## src/rtl/swrm_pkg.sv

```systemverilog
// ----------------------------------------------------------------------------
// swrm_pkg
// shared types and constants of the running median unit
// ----------------------------------------------------------------------------
package swrm_pkg;

   localparam int WINDOW_MAX_DEFAULT  = 32;
   localparam int SAMPLE_BITS_DEFAULT = 8;
   localparam int LEN_BITS            = 6;
   localparam logic [LEN_BITS-1:0] LEN_RESET = 6'd9;

   // controller to datapath
   typedef struct packed {
      logic start;      // latch the new transaction
      logic scan_step;  // count one ring entry against the target
      logic seek_high;  // rank target is the upper middle
      logic load_low;   // capture lower middle value
      logic load_high;  // capture upper middle value
      logic rsp_load;   // load the result register
   } swrm_cmd_type;

   // datapath to controller
   typedef struct packed {
      logic scan_last;  // last entry of the current pass
      logic found;      // current candidate reached the rank
      logic even;       // held count is even
   } swrm_status_type;

endpackage

```

## src/rtl/swrm_if.sv

```systemverilog
// ----------------------------------------------------------------------------
// swrm_if
// valid/ready channel carrying a payload of generic width
// ----------------------------------------------------------------------------
interface swrm_if #(
   parameter int WIDTH = 8
);
   logic             valid;
   logic             ready;
   logic [WIDTH-1:0] data;

   modport source (output valid, output data, input ready);
   modport sink (input valid, input data, output ready);
endinterface

```

## src/rtl/swrm_datapath.sv

```systemverilog
// ----------------------------------------------------------------------------
// swrm_datapath
// ring memory, fill bookkeeping and rank search by counting
// ----------------------------------------------------------------------------
module swrm_datapath import swrm_pkg::*; #(
   parameter int WINDOW_MAX  = WINDOW_MAX_DEFAULT,
   parameter int SAMPLE_BITS = SAMPLE_BITS_DEFAULT
) (
   input  logic                   clock,
   input  logic                   reset,
   input  swrm_cmd_type           cmd,
   output swrm_status_type        status,
   input  logic [SAMPLE_BITS-1:0] req_sample,
   input  logic                   req_restart,
   input  logic [LEN_BITS-1:0]    window_length,
   output logic [SAMPLE_BITS-1:0] rsp_median,
   output logic [LEN_BITS-1:0]    rsp_held_count
);
   localparam int SLOT_BITS = (WINDOW_MAX > 1) ? $clog2(WINDOW_MAX) : 1;
   localparam int CNT_BITS  = $clog2(WINDOW_MAX + 1);
   localparam int VAL_BITS  = SAMPLE_BITS + 1;

   logic [SAMPLE_BITS-1:0] ring_mem [WINDOW_MAX];
   logic [SAMPLE_BITS-1:0] rd_data_ff;

   logic [SLOT_BITS-1:0] write_slot_ff, write_slot_in;
   logic [CNT_BITS-1:0]  fill_count_ff, fill_count_in;
   logic [CNT_BITS-1:0]  eff_len;
   logic [CNT_BITS-1:0]  idx_ff, idx_in;
   logic                 rd_valid_ff;
   logic [VAL_BITS-1:0]  cand_ff, cand_in;
   logic [CNT_BITS-1:0]  le_ff, le_in;
   logic [SAMPLE_BITS-1:0] low_ff, high_ff;
   logic [SLOT_BITS-1:0] base_ff;
   logic [CNT_BITS-1:0]  rank_lo, rank_hi;
   logic [SAMPLE_BITS-1:0] med_ff;
   logic [LEN_BITS-1:0]  cnt_out_ff;
   logic [CNT_BITS:0]    fill_plus;
   logic [SAMPLE_BITS:0] mid_sum;
   logic [SLOT_BITS-1:0] rd_addr;
   logic [SLOT_BITS:0]   addr_wide;
   logic                 pass_last;
   logic [CNT_BITS-1:0]  le_next;

   // effective window length: zero counts as one, saturate at the ring depth
   always_comb begin
      if (window_length == '0) begin
         eff_len = CNT_BITS'(1);
      end else if (32'(window_length) > 32'(WINDOW_MAX)) begin
         eff_len = CNT_BITS'(WINDOW_MAX);
      end else begin
         eff_len = CNT_BITS'(window_length);
      end
   end

   always_comb begin
      fill_plus     = (req_restart ? '0 : {1'b0, fill_count_ff}) + 1'b1;
      fill_count_in = fill_count_ff;
      write_slot_in = write_slot_ff;
      if (cmd.start) begin
         fill_count_in = (fill_plus > {1'b0, eff_len}) ? eff_len
                                                        : fill_plus[CNT_BITS-1:0];
         if (req_restart) begin
            write_slot_in = SLOT_BITS'(1 % WINDOW_MAX);
         end else if (32'(write_slot_ff) == WINDOW_MAX - 1) begin
            write_slot_in = '0;
         end else begin
            write_slot_in = write_slot_ff + 1'b1;
         end
      end
   end

   always_ff @(posedge clock) begin
      if (reset) begin
         write_slot_ff <= '0;
         fill_count_ff <= '0;
      end else begin
         write_slot_ff <= write_slot_in;
         fill_count_ff <= fill_count_in;
      end
   end

   // ring base is the oldest held slot; the read follows the next index
   assign addr_wide = {1'b0, base_ff} + (SLOT_BITS+1)'(idx_in);
   assign rd_addr   = (32'(addr_wide) >= WINDOW_MAX)
                    ? SLOT_BITS'(32'(addr_wide) - WINDOW_MAX) : addr_wide[SLOT_BITS-1:0];

   always_ff @(posedge clock) begin
      if (cmd.start) begin
         ring_mem[req_restart ? '0 : write_slot_ff] <= req_sample;
      end
      rd_data_ff <= ring_mem[rd_addr];
   end

   assign rank_hi = fill_count_ff >> 1;
   assign rank_lo = fill_count_ff[0] ? rank_hi : rank_hi - 1'b1;
   assign pass_last = (idx_ff == fill_count_ff - 1'b1);
   assign le_next = le_ff + ((rd_valid_ff && {1'b0, rd_data_ff} <= cand_ff) ? 1'b1 : 1'b0);

   // search value v: count entries <= v; smallest v with count > rank is the answer
   always_comb begin
      idx_in  = idx_ff;
      cand_in = cand_ff;
      le_in   = le_ff;
      if (cmd.start) begin
         idx_in  = '0;
         cand_in = '0;
         le_in   = '0;
      end else if (cmd.scan_step) begin
         if (rd_valid_ff && pass_last) begin
            idx_in = '0;
            le_in  = '0;
            if (!status.found) begin
               cand_in = cand_ff + 1'b1;
            end
         end else if (!rd_valid_ff) begin
            idx_in = idx_ff;
         end else begin
            idx_in = idx_ff + 1'b1;
            le_in  = le_next;
         end
      end
   end

   always_ff @(posedge clock) begin
      if (reset) begin
         rd_valid_ff <= 1'b0;
      end else begin
         rd_valid_ff <= cmd.scan_step && !(rd_valid_ff && pass_last) && !cmd.start;
      end
   end

   always_ff @(posedge clock) begin
      idx_ff  <= idx_in;
      cand_ff <= cand_in;
      le_ff   <= le_in;
      if (cmd.start) begin
         base_ff <= req_restart ? '0
                  : ((32'(write_slot_ff) + WINDOW_MAX + 1 - 32'(fill_count_in)) >= WINDOW_MAX)
                  ? SLOT_BITS'(32'(write_slot_ff) + 1 - 32'(fill_count_in))
                  : SLOT_BITS'(32'(write_slot_ff) + WINDOW_MAX + 1 - 32'(fill_count_in));
      end
      if (cmd.load_low) begin
         low_ff <= cand_ff[SAMPLE_BITS-1:0];
      end
      if (cmd.load_high) begin
         high_ff <= cand_ff[SAMPLE_BITS-1:0];
      end
   end

   assign mid_sum = {1'b0, low_ff} + {1'b0, high_ff};

   always_ff @(posedge clock) begin
      if (cmd.rsp_load) begin
         med_ff     <= mid_sum[SAMPLE_BITS:1];
         cnt_out_ff <= LEN_BITS'(fill_count_ff);
      end
   end

   // the pass ends on the last entry; found compares the final count with the rank
   always_comb begin
      status.scan_last = rd_valid_ff && pass_last;
      status.even      = !fill_count_ff[0];
      status.found     = le_next > ((cmd.seek_high || !status.even) ? rank_hi : rank_lo);
   end

   assign rsp_median     = med_ff;
   assign rsp_held_count = cnt_out_ff;
endmodule

```

## src/rtl/swrm_controller.sv

```systemverilog
// ----------------------------------------------------------------------------
// swrm_controller
// sequences the rank passes for one transaction
// ----------------------------------------------------------------------------
module swrm_controller import swrm_pkg::*; (
   input  logic            clock,
   input  logic            reset,
   input  logic            req_valid,
   output logic            req_ready,
   output logic            rsp_valid,
   input  logic            rsp_ready,
   input  swrm_status_type status,
   output swrm_cmd_type    cmd
);
   typedef enum logic [3:0] {
      ST_IDLE = 4'b0001,
      ST_LOW  = 4'b0010,
      ST_HIGH = 4'b0100,
      ST_DONE = 4'b1000
   } state_type;

   state_type state_ff, state_in;
   logic      rsp_valid_ff, rsp_valid_in;
   logic      start;

   assign start     = req_valid && req_ready;
   assign req_ready = (state_ff == ST_IDLE) && (!rsp_valid_ff || rsp_ready);

   always_comb begin
      state_in     = state_ff;
      rsp_valid_in = rsp_valid_ff && !rsp_ready;
      cmd          = '0;
      cmd.start    = start;
      case (state_ff)
         ST_IDLE: begin
            if (start) begin
               state_in = ST_LOW;
            end
         end
         ST_LOW: begin
            cmd.scan_step = 1'b1;
            cmd.load_low  = status.scan_last && status.found;
            if (cmd.load_low) begin
               state_in = ST_HIGH;
            end
         end
         ST_HIGH: begin
            cmd.scan_step = 1'b1;
            cmd.seek_high = 1'b1;
            cmd.load_high = status.scan_last && status.found;
            if (cmd.load_high) begin
               state_in = ST_DONE;
            end
         end
         ST_DONE: begin
            if (!rsp_valid_ff || rsp_ready) begin
               cmd.rsp_load = 1'b1;
               rsp_valid_in = 1'b1;
               state_in     = ST_IDLE;
            end
         end
         default: begin
            state_in = ST_IDLE;
         end
      endcase
   end

   always_ff @(posedge clock) begin
      if (reset) begin
         state_ff     <= ST_IDLE;
         rsp_valid_ff <= 1'b0;
      end else begin
         state_ff     <= state_in;
         rsp_valid_ff <= rsp_valid_in;
      end
   end

   assign rsp_valid = rsp_valid_ff;
endmodule

```

## src/rtl/sliding_window_running_median_unit.sv

```systemverilog
// ----------------------------------------------------------------------------
// sliding_window_running_median_unit
// running median over the last window_length samples
// ----------------------------------------------------------------------------
// Each transaction writes one sample into a ring and returns the median of
// the held samples (floored mean of the two middles for an even count) and
// the held count. The median is found by a value search: for each candidate
// value one pass counts the held entries not above it, through one ring read
// port. The lower middle is searched from zero, then the search goes on from
// there for the upper middle. The next sample is accepted once the result
// has been taken.
module sliding_window_running_median_unit import swrm_pkg::*; #(
   parameter int WINDOW_MAX  = WINDOW_MAX_DEFAULT,
   parameter int SAMPLE_BITS = SAMPLE_BITS_DEFAULT
) (
   input  logic                   clock,
   input  logic                   reset,
   input  logic                   req_valid,
   output logic                   req_ready,
   input  logic [SAMPLE_BITS-1:0] req_sample,
   input  logic                   req_restart,
   output logic                   rsp_valid,
   input  logic                   rsp_ready,
   output logic [SAMPLE_BITS-1:0] rsp_median,
   output logic [LEN_BITS-1:0]    rsp_held_count,
   input  logic                   csr_valid,
   output logic                   csr_ready,
   input  logic [LEN_BITS-1:0]    csr_data
);
   swrm_if #(.WIDTH(SAMPLE_BITS + 1)) req_ch ();
   swrm_if #(.WIDTH(LEN_BITS))        csr_ch ();

   swrm_cmd_type          cmd;
   swrm_status_type       status;
   logic [LEN_BITS-1:0]   window_length_ff;

   assign req_ch.valid = req_valid;
   assign req_ch.data  = {req_restart, req_sample};
   assign req_ready    = req_ch.ready;
   assign csr_ch.valid = csr_valid;
   assign csr_ch.data  = csr_data;
   assign csr_ch.ready = 1'b1;
   assign csr_ready    = csr_ch.ready;

   always_ff @(posedge clock) begin
      if (reset) begin
         window_length_ff <= LEN_RESET;
      end else if (csr_ch.valid && csr_ch.ready) begin
         window_length_ff <= csr_ch.data;
      end
   end

   swrm_controller u_ctrl (
      .clock     (clock),
      .reset     (reset),
      .req_valid (req_ch.valid),
      .req_ready (req_ch.ready),
      .rsp_valid (rsp_valid),
      .rsp_ready (rsp_ready),
      .status    (status),
      .cmd       (cmd)
   );

   swrm_datapath #(
      .WINDOW_MAX  (WINDOW_MAX),
      .SAMPLE_BITS (SAMPLE_BITS)
   ) u_dp (
      .clock          (clock),
      .reset          (reset),
      .cmd            (cmd),
      .status         (status),
      .req_sample     (req_ch.data[SAMPLE_BITS-1:0]),
      .req_restart    (req_ch.data[SAMPLE_BITS]),
      .window_length  (window_length_ff),
      .rsp_median     (rsp_median),
      .rsp_held_count (rsp_held_count)
   );

`ifndef SYNTH
   a_no_accept_while_busy: assert property (@(posedge clock) disable iff (reset)
      (req_valid && req_ready) |=> !req_ready)
      else $error("transaction accepted while busy");

   a_count_range: assert property (@(posedge clock) disable iff (reset)
      rsp_valid |-> (rsp_held_count != '0))
      else $error("held count zero on result");

   a_one_hot_cmd: assert property (@(posedge clock) disable iff (reset)
      $onehot0({cmd.start, cmd.load_low, cmd.load_high, cmd.rsp_load}))
      else $error("conflicting datapath commands");
`endif

endmodule

```

## config.mk

```make
export PLATFORM = sky130hd
export DESIGN_NAME = sliding_window_running_median_unit
export DESIGN_NICKNAME = d
export VERILOG_FILES = /design/src/rtl/swrm_pkg.sv /design/src/rtl/swrm_if.sv /design/src/rtl/swrm_datapath.sv /design/src/rtl/swrm_controller.sv /design/src/rtl/sliding_window_running_median_unit.sv
export SDC_FILE = /design/constraint.sdc
export NUM_CORES = 1
export LEC_CHECK = 0
export BUFFER_PORTS_ARGS = -buffer_cell sky130_fd_sc_hd__buf_2
export CORE_AREA = 2 2 146 220
export CTS_BUF_LIST = sky130_fd_sc_hd__clkbuf_8 sky130_fd_sc_hd__clkbuf_16
export CTS_CLUSTER_DIAMETER = 80
export CTS_CLUSTER_SIZE = 16
export DETAILED_ROUTE_END_ITERATION = 7
export DIE_AREA = 0 0 148 222
export SETUP_SLACK_MARGIN = 0.5
export SLEW_MARGIN = 20
export SYNTH_ARGS = -nofsm -noshare
export SYNTH_HDL_FRONTEND = slang
export SYNTH_SLANG_ARGS = --single-unit
```

## constraint.sdc

```tcl
create_clock -name clock -period 10.4 [get_ports clock]
set_input_delay 0.52 -clock clock [delete_from_list [all_inputs] [get_ports clock]]
set_output_delay 0.52 -clock clock [all_outputs]
set_load 0.005 [all_outputs]
```

==> impl_metrics.toml, run 1 <==
[outcome]
status = "completed"

[synthesis]
postSynth.asyncResetShare_pct = 0
synth_area_mm2 = 0.01470
synth.distinct_cells = 57
synth_enable_flop_cells = 291
yosysSeqAreaShare_pct = 66.52
synth.net_count = 979
syn-mean-instance-area_um2 = 16.19
synth_warnings = 0
syn_inst = 908
ys.flop_type = "edfxtp_1"
yosys_register_bits = 343

[sta]
fin_crit_ps = 5656
fmax_mhz = 176.8
fin_skew_ps = 18.57
rsz0062_at_grt = "false"
worst_pin_slew_ps = 1108
hold_viol_final = 0
setup_tns_ps = 0
slew_viol_final = 0
finalSetupViolCount = 0
min_period_over_period_pct = 54.39
relSlewSlack_pct = 25.83
finalWorstSetupSlack_ps = 4744

[clock_tree]
cts_buffers = 25
hold_buffers = 0
cts_tree = "built"
clk_latency_ps = 550
cts_root_buf = "clkbuf_16"
clk_pin_slew_ps = 80
cts_max_level = 1
post_cts_resized = 0
cts_setup_buffers = 0
cts_sinks = 343
clockBufferDepth = 3

[setup_path]
r2r_slack_ps = 4740
required_ps = 10830
crit_chain = "inv_1 > ha_1 > a21boi_0 > xnor2_1 > or4b_4 > nor2_1 > nand2_1 > nand2_1 > nor2_1 > ha_4 > buf_4 > mux4_2 > mux4_2 > mux2_2"
cp_max_fo = 47
rr_endpoint = "u_dp.rd_data_ff[0]"
endpoint_kind = "register"
cp_num_buf_inv = 2
slowest_delay_ps = 790
reg2reg_from = "u_dp.fill_count_ff[2]"
crit_type = "reg2reg"
cp-start-kind = "register"
critPathLaunch = "u_dp.fill_count_ff[2]"
crit_slowest_cell = "buf_4"
worstPathArrival_ps = 6090
cp-endpoint = "u_dp.rd_data_ff[0]"
r2r_cells = 14
worst-path-stages = 14
cp_top_family = "simple AND/OR/NAND/NOR gates"

[cells_and_area]
antennaDiodeCount = 0
nNetsFinal = 1019
fillerInstances = 2562
utilization_pct = 52.13
fin_cells = 1371
syn_to_final_growth_pct = 9.353
mostFrequentLayoutCell = "edfxtp_1"
layout_common_cells = "edfxtp_1, nor2_1, mux4_2, dfxtp_1, inv_1"
layout-drive-gt1-share_pct = 19.88

[place]
place_ws_ps = 4686
gp_congestion = 0.7866
numPortBuffers = 35
dp.cells = 1326
dp_hpwl_um = 20350

[floorplanning]
core_area_mm2 = 0.03084
fp-row-count = 79
die_h_um = 222
pin_count = 37
die_w_um = 148
start_util_pct = 47.67
die_area_mm2 = 0.03286

[power]
p_int_mw = 2.096
swShare_pct = 23.33
switchingPower_uw = 637.9
leakage_nw = 5.491
power_frac_seq_pct = 56.1
power_mw = 2.734
irDropWorstVdd_mv = 0.09827
cellPowerDensity_mw_per_mm2 = 170.1
pwr-share-clk_pct = 32.5
p_comb_share_pct = 11.4

[routing]
viasPerCell = 5.658
wl_per_cell_um = 23.10
num_vias = 7757
route.detailed.drc = 0
wirelength_um = 31660
firstDrtPassIters = 5
dr.first_iter.drc_count = 489
ant_nets = 0

[global_route]
grt_max_degree = 65
grt_pass1_vias = 7884
grt_pass1_wl_um = 48170
grt_overflow_total = 0
antenna_found_initial = 0
grt_usage_pct = 19.69

[run]
cap_viol_max_count = 0

[hold_path]
min_path_type = "in2reg"
-- per-stage QoR --
step                hold slack [ps]  instance area [um2]
global placement              452.3                15350
CTS                           155.5                16070
detailed placement            457.9                15360
floorplan                     402.9                14700
global route                  163.9                16080
finish                        175.4                16080
-- cell type report --
cell class                 instances  area (um2)  area share, %
sequential                       343        9779          60.83
tap                              405       506.7          3.152
multi-input combinational        498        4690          29.17
timing repair buffer              48       272.8          1.697
clock inverter                    20       82.58         0.5137
clock buffer                      25       625.6          3.891
inverter                          32       120.1         0.7471
-- power groups by stage --
stage | combinational [mW] | clock, mW | sequential, mW
5_1_grt | 0.345 | 0.965 | 1.53
2_1_floorplan | 0.233 | 0 | 1.55
6_report | 0.313 | 0.889 | 1.53
4_1_cts | 0.321 | 0.914 | 1.53
3_3_place_gp | 0.316 | 0 | 1.56
3_5_place_dp | 0.320 | 0 | 1.56
-- sequential cells by signal (all words and copies together), names as in the netlist --
register             count
u_dp.ring_mem          256
u_dp.cand_ff             9
u_dp.high_ff             8
u_dp.low_ff              8
u_dp.rd_data_ff          8
u_dp.rsp_median          8
u_dp.fill_count_ff       6
u_dp.idx_ff              6
u_dp.le_ff               6
u_dp.rsp_held_count      6
window_length_ff         6
u_dp.base_ff             5
u_dp.write_slot_ff       5
u_ctrl.state_ff          4
u_ctrl.rsp_valid         1
u_dp.rd_valid_ff         1
-- worst min path at each step --
| stage | depth (start not counted) | start | end |
|---|---|---|---|
| 2_1_floorplan | 0 | u_dp.fill_count_ff[5] | u_dp.rsp_held_count[5] |
| 3_3_place_gp | 1 | u_ctrl.state_ff[3] | u_ctrl.state_ff[2] |
| 3_5_place_dp | 1 | u_ctrl.state_ff[3] | u_ctrl.state_ff[2] |
| 4_1_cts | 2 | csr_data[0] | window_length_ff[0] |
| 5_1_grt | 2 | csr_data[3] | window_length_ff[3] |
| 6_report | 2 | csr_data[0] | window_length_ff[0] |
-- cell families (layout without fill, tap and decap cells) --
kind of cell	Yosys count	count (layout)	synth area share [%]
xor gates and xnor gates	38	38	2.366
DFF	343	343	66.52
muxes	98	98	13.57
buffers and inverters	67	125	1.906
and+or+nand+nor	222	222	7.149
adders and majority gates	51	51	4.494
AOI/OAI and AO/OA	88	88	3.974
other	1	1	0.02551
-- layer usage --
metal	track usage, %	share of wire [%]	vias to the layer above
met5	0	0	-
met4	4.916	2.1	0
met3	2.284	3.9	43
met2	36.99	56	180
met1	23.90	38	3962
li1	-	-	3572
-- cell usage after synthesis, drive strengths merged, types with 3 or more instances --
cell	instances	area (um2)
a211o	3	26.28
a21o	6	45.04
a21oi	31	155.2
a2bb2oi	4	35.03
and2	4	25.02
and3	4	25.02
buf	14	81.33
clkbuf	21	78.83
dfxtp	52	1041
edfxtp	291	8738
fa	3	60.06
ha	48	600.6
inv	31	116.4
mux2	10	112.6
mux2i	8	80.08
mux4	80	1802
nand2	45	176.4
nand2b	3	18.77
nand3	20	100.1
nand4	9	56.30
nor2	91	341.6
nor2b	14	87.58
nor3	10	50.05
nor4	5	31.28
o21a	7	52.55
o21ai	15	75.07
o21bai	4	30.03
o31ai	3	22.52
or3	4	28.78
or4	5	37.54
xnor2	23	216.5
xor2	15	131.4
-- worst reg2reg max path, stage by stage, from the launching register on --
cell and delay (ps):
dfxtp_1 530, inv_1 160, ha_1 230, a21boi_0 250, xnor2_1 100, or4b_4 510
nor2_1 650, nand2_1 110, nand2_1 160, nor2_1 100, ha_4 510, buf_4 790
mux4_2 630, mux4_2 540, mux2_2 280
Power figures use the tool's default switching activity.
==> run 2: changes to the inputs <==
--- a/config.mk
+++ b/config.mk
@@ -12,6 +12,7 @@
 export CTS_CLUSTER_SIZE = 16
 export DETAILED_ROUTE_END_ITERATION = 7
 export DIE_AREA = 0 0 148 222
+export PLACE_DENSITY = 0.66
 export SETUP_SLACK_MARGIN = 0.5
 export SLEW_MARGIN = 20
 export SYNTH_ARGS = -nofsm -noshare
==> constraint.sdc (replaced) <==
create_clock -name clock -period 4.6 [get_ports clock]
set_input_delay 0.23 -clock clock [delete_from_list [all_inputs] [get_ports clock]]
set_output_delay 0.23 -clock clock [all_outputs]
set_load 0.005 [all_outputs]
==> impl_metrics.toml, run 2 (synthesis gave the netlist of run 1 again) <==
[floorplanning]
die_area_mm2 = 0.03286
core_area_mm2 = 0.03084
die_w_um = 148
start_util_pct = 47.67
die_h_um = 222
fp-row-count = 79
pin_count = 37

[cells_and_area]
mostFrequentLayoutCell = "edfxtp_1"
multiInputGateArea_mm2 = 0.004938
largest_reg_flops = 256
syn_to_final_growth_pct = 14.81
layout-drive-gt1-share_pct = 26.56
reg_top3 = "u_dp.ring_mem: 256 flops, u_dp.cand_ff: 9 flops"
utilization_pct = 54.73
design_area_mm2 = 0.01688
nNetsFinal = 1061
antennaDiodeCount = 0
seqCellArea_mm2 = 0.009802
top_register = "u_dp.ring_mem"
layout_common_cells = "edfxtp_1, nor2_1, mux4_2, inv_1, dfxtp_1"
fillerInstances = 2443

[setup_path]
cp_num_buf_inv = 5
crit_slowest_cell = "fa_2"
cp_top_family = "multiplexers"
r2r_slack_ps = 400
endpoint_kind = "register"
required_ps = 5030
cp-start-kind = "register"
worstPathArrival_ps = 4630
crit_type = "reg2reg"
cp_max_fo = 7
slowest_delay_ps = 570
cp_common_cell = "mux4_2"
crit_chain = "inv_6 > ha_4 > nor3b_4 > a21oi_1 > or4b_4 > nor2_4 > buf_4 > a2bb2oi_1 > nor2_1 > fa_2 > buf_12 > buf_8 > buf_16 > mux4_2 > mux4_2 > mux2_2"

[global_route]
grt_usage_pct = 18.51
antenna_found_initial = 0
grt_max_degree = 39
grt_overflow_total = 0
grt_pass1_vias = 8154
grt_pass1_wl_um = 46550

[power]
p_int_mw = 4.855
switchingPower_mw = 1.495
leakage_nw = 5.819
p_comb_share_pct = 13.7
irDropWorstVdd_mv = 0.2686
power_frac_seq_pct = 54.6
pwr-share-clk_pct = 31.7
cellPowerDensity_mw_per_mm2 = 376.2
swShare_pct = 23.55

[sta]
setup_tns_ps = 0
finalSetupViolCount = 0
relSlewSlack_pct = 38.80
min_period_over_period_pct = 91.28
worst_pin_slew_ps = 911.9
rsz0062_at_grt = "true"
hold_viol_final = 0
fin_skew_ps = 12.80
fmax_mhz = 238.2
slew_viol_final = 0
fin_crit_ps = 4199
whs_ps = 34.40
finalWorstSetupSlack_ps = 401.0

[routing]
ant_nets = 0
viasPerCell = 5.569
wl_per_cell_um = 20.95
firstDrtPassIters = 5
wirelength_um = 29620
num_vias = 7874
route.detailed.drc = 0
dr.first_iter.drc_count = 351

[clock_tree]
cts_sinks = 343
clk_pin_slew_ps = 80
cts_tree = "built"
clk_latency_ps = 550
cts_root_buf = "clkbuf_16"
cts_max_level = 1
clockBufferDepth = 3
cts_buffers = 25

[place]
numPortBuffers = 35
place_area_mm2 = 0.01553
gp_congestion = 0.8406
place_ws_ps = 15.57
dp_hpwl_um = 19880

[outcome]
status = "completed"

[hold_path]
min_path_type = "in2reg"

[run]
cap_viol_max_count = 0
## run 2: changes by cell type in the layout (fill, tap and decap cells not counted), moves of 5 or more
cell           delta
dlygate4sd3_1     +7
dfxtp_4           +5
ha_1              -8
nor2_2            -5
a21oi_1           -7
dfxtp_1           -8
buf_12            +7
buf_4            +22
inv_1             -5
a21oi_2           +7
ha_4              +6
## run 2: metrics by stage
step	cells	power, mW
finish	1414	6.351
detailed placement	1333	4.293
floorplan	908	4.075
global route	1414	6.599
global placement	1333	4.281
CTS	1406	6.387
## run 2: worst reg2reg max path, cell delays in order (launching register included)
cell       delay [ps]
dfxtp_4           360
inv_6              90
ha_4              150
nor3b_4           210
a21oi_1           100
or4b_4            560
nor2_4            110
buf_4             120
a2bb2oi_1         160
nor2_1            120
fa_2              570
buf_12            160
buf_8             120
buf_16            130
mux4_2            290
mux4_2            540
mux2_2            290
## run 2: layout make-up
cell class,instances,area share [%]
clock buffers,25,3.706
clock inverters,21,0.5411
inverters,32,0.7709
repair buffers,90,4.648
well taps,405,3.002
flip-flops and latches,343,58.07
multi-input cells,498,29.26
## run 2: per-layer routing
| layer | routed length (um) | up-vias | GRT usage [%] | part of all wire, % |
|---|---|---|---|---|
| met5 | 0 | - | 0 | 0 |
| met4 | 913 | 0 | 6.298 | 3.1 |
| met3 | 1120 | 50 | 2.407 | 3.8 |
| met2 | 16380 | 183 | 34.63 | 55 |
| met1 | 11210 | 3984 | 21.67 | 38 |
| li1 | - | 3657 | - | - |
## run 2: worst paths after layout
path / start / endpoint / depth (start not counted)
max: u_dp.fill_count_ff[1] / u_dp.rd_data_ff[1] / 16
min reg2reg: u_ctrl.state_ff[3] / u_ctrl.state_ff[2] / 1
min: csr_valid / window_length_ff[3] / 2
max reg2reg: u_dp.fill_count_ff[1] / u_dp.rd_data_ff[1] / 16
## run 2: power by group through the flow
| stage | Combinational, mW | Sequential, mW | Clock (mW) |
|---|---|---|---|
| after floorplan | 0.573 | 3.50 | 0 |
| after global placement | 0.744 | 3.54 | 0 |
| after detailed placement | 0.757 | 3.54 | 0 |
| after CTS | 0.855 | 3.47 | 2.07 |
| after global routing | 0.951 | 3.47 | 2.18 |
| final | 0.873 | 3.46 | 2.01 |
## run 2: what timing repair did
action                     in CTS  in global routing
hold endpoints to repair        7                  0
hold buffers                    7                  0
pin swaps                      21                 15
gates resized for setup        46                 16
buffers inserted               16                  8
cloned                          4                  0
setup endpoints to repair      28                 35
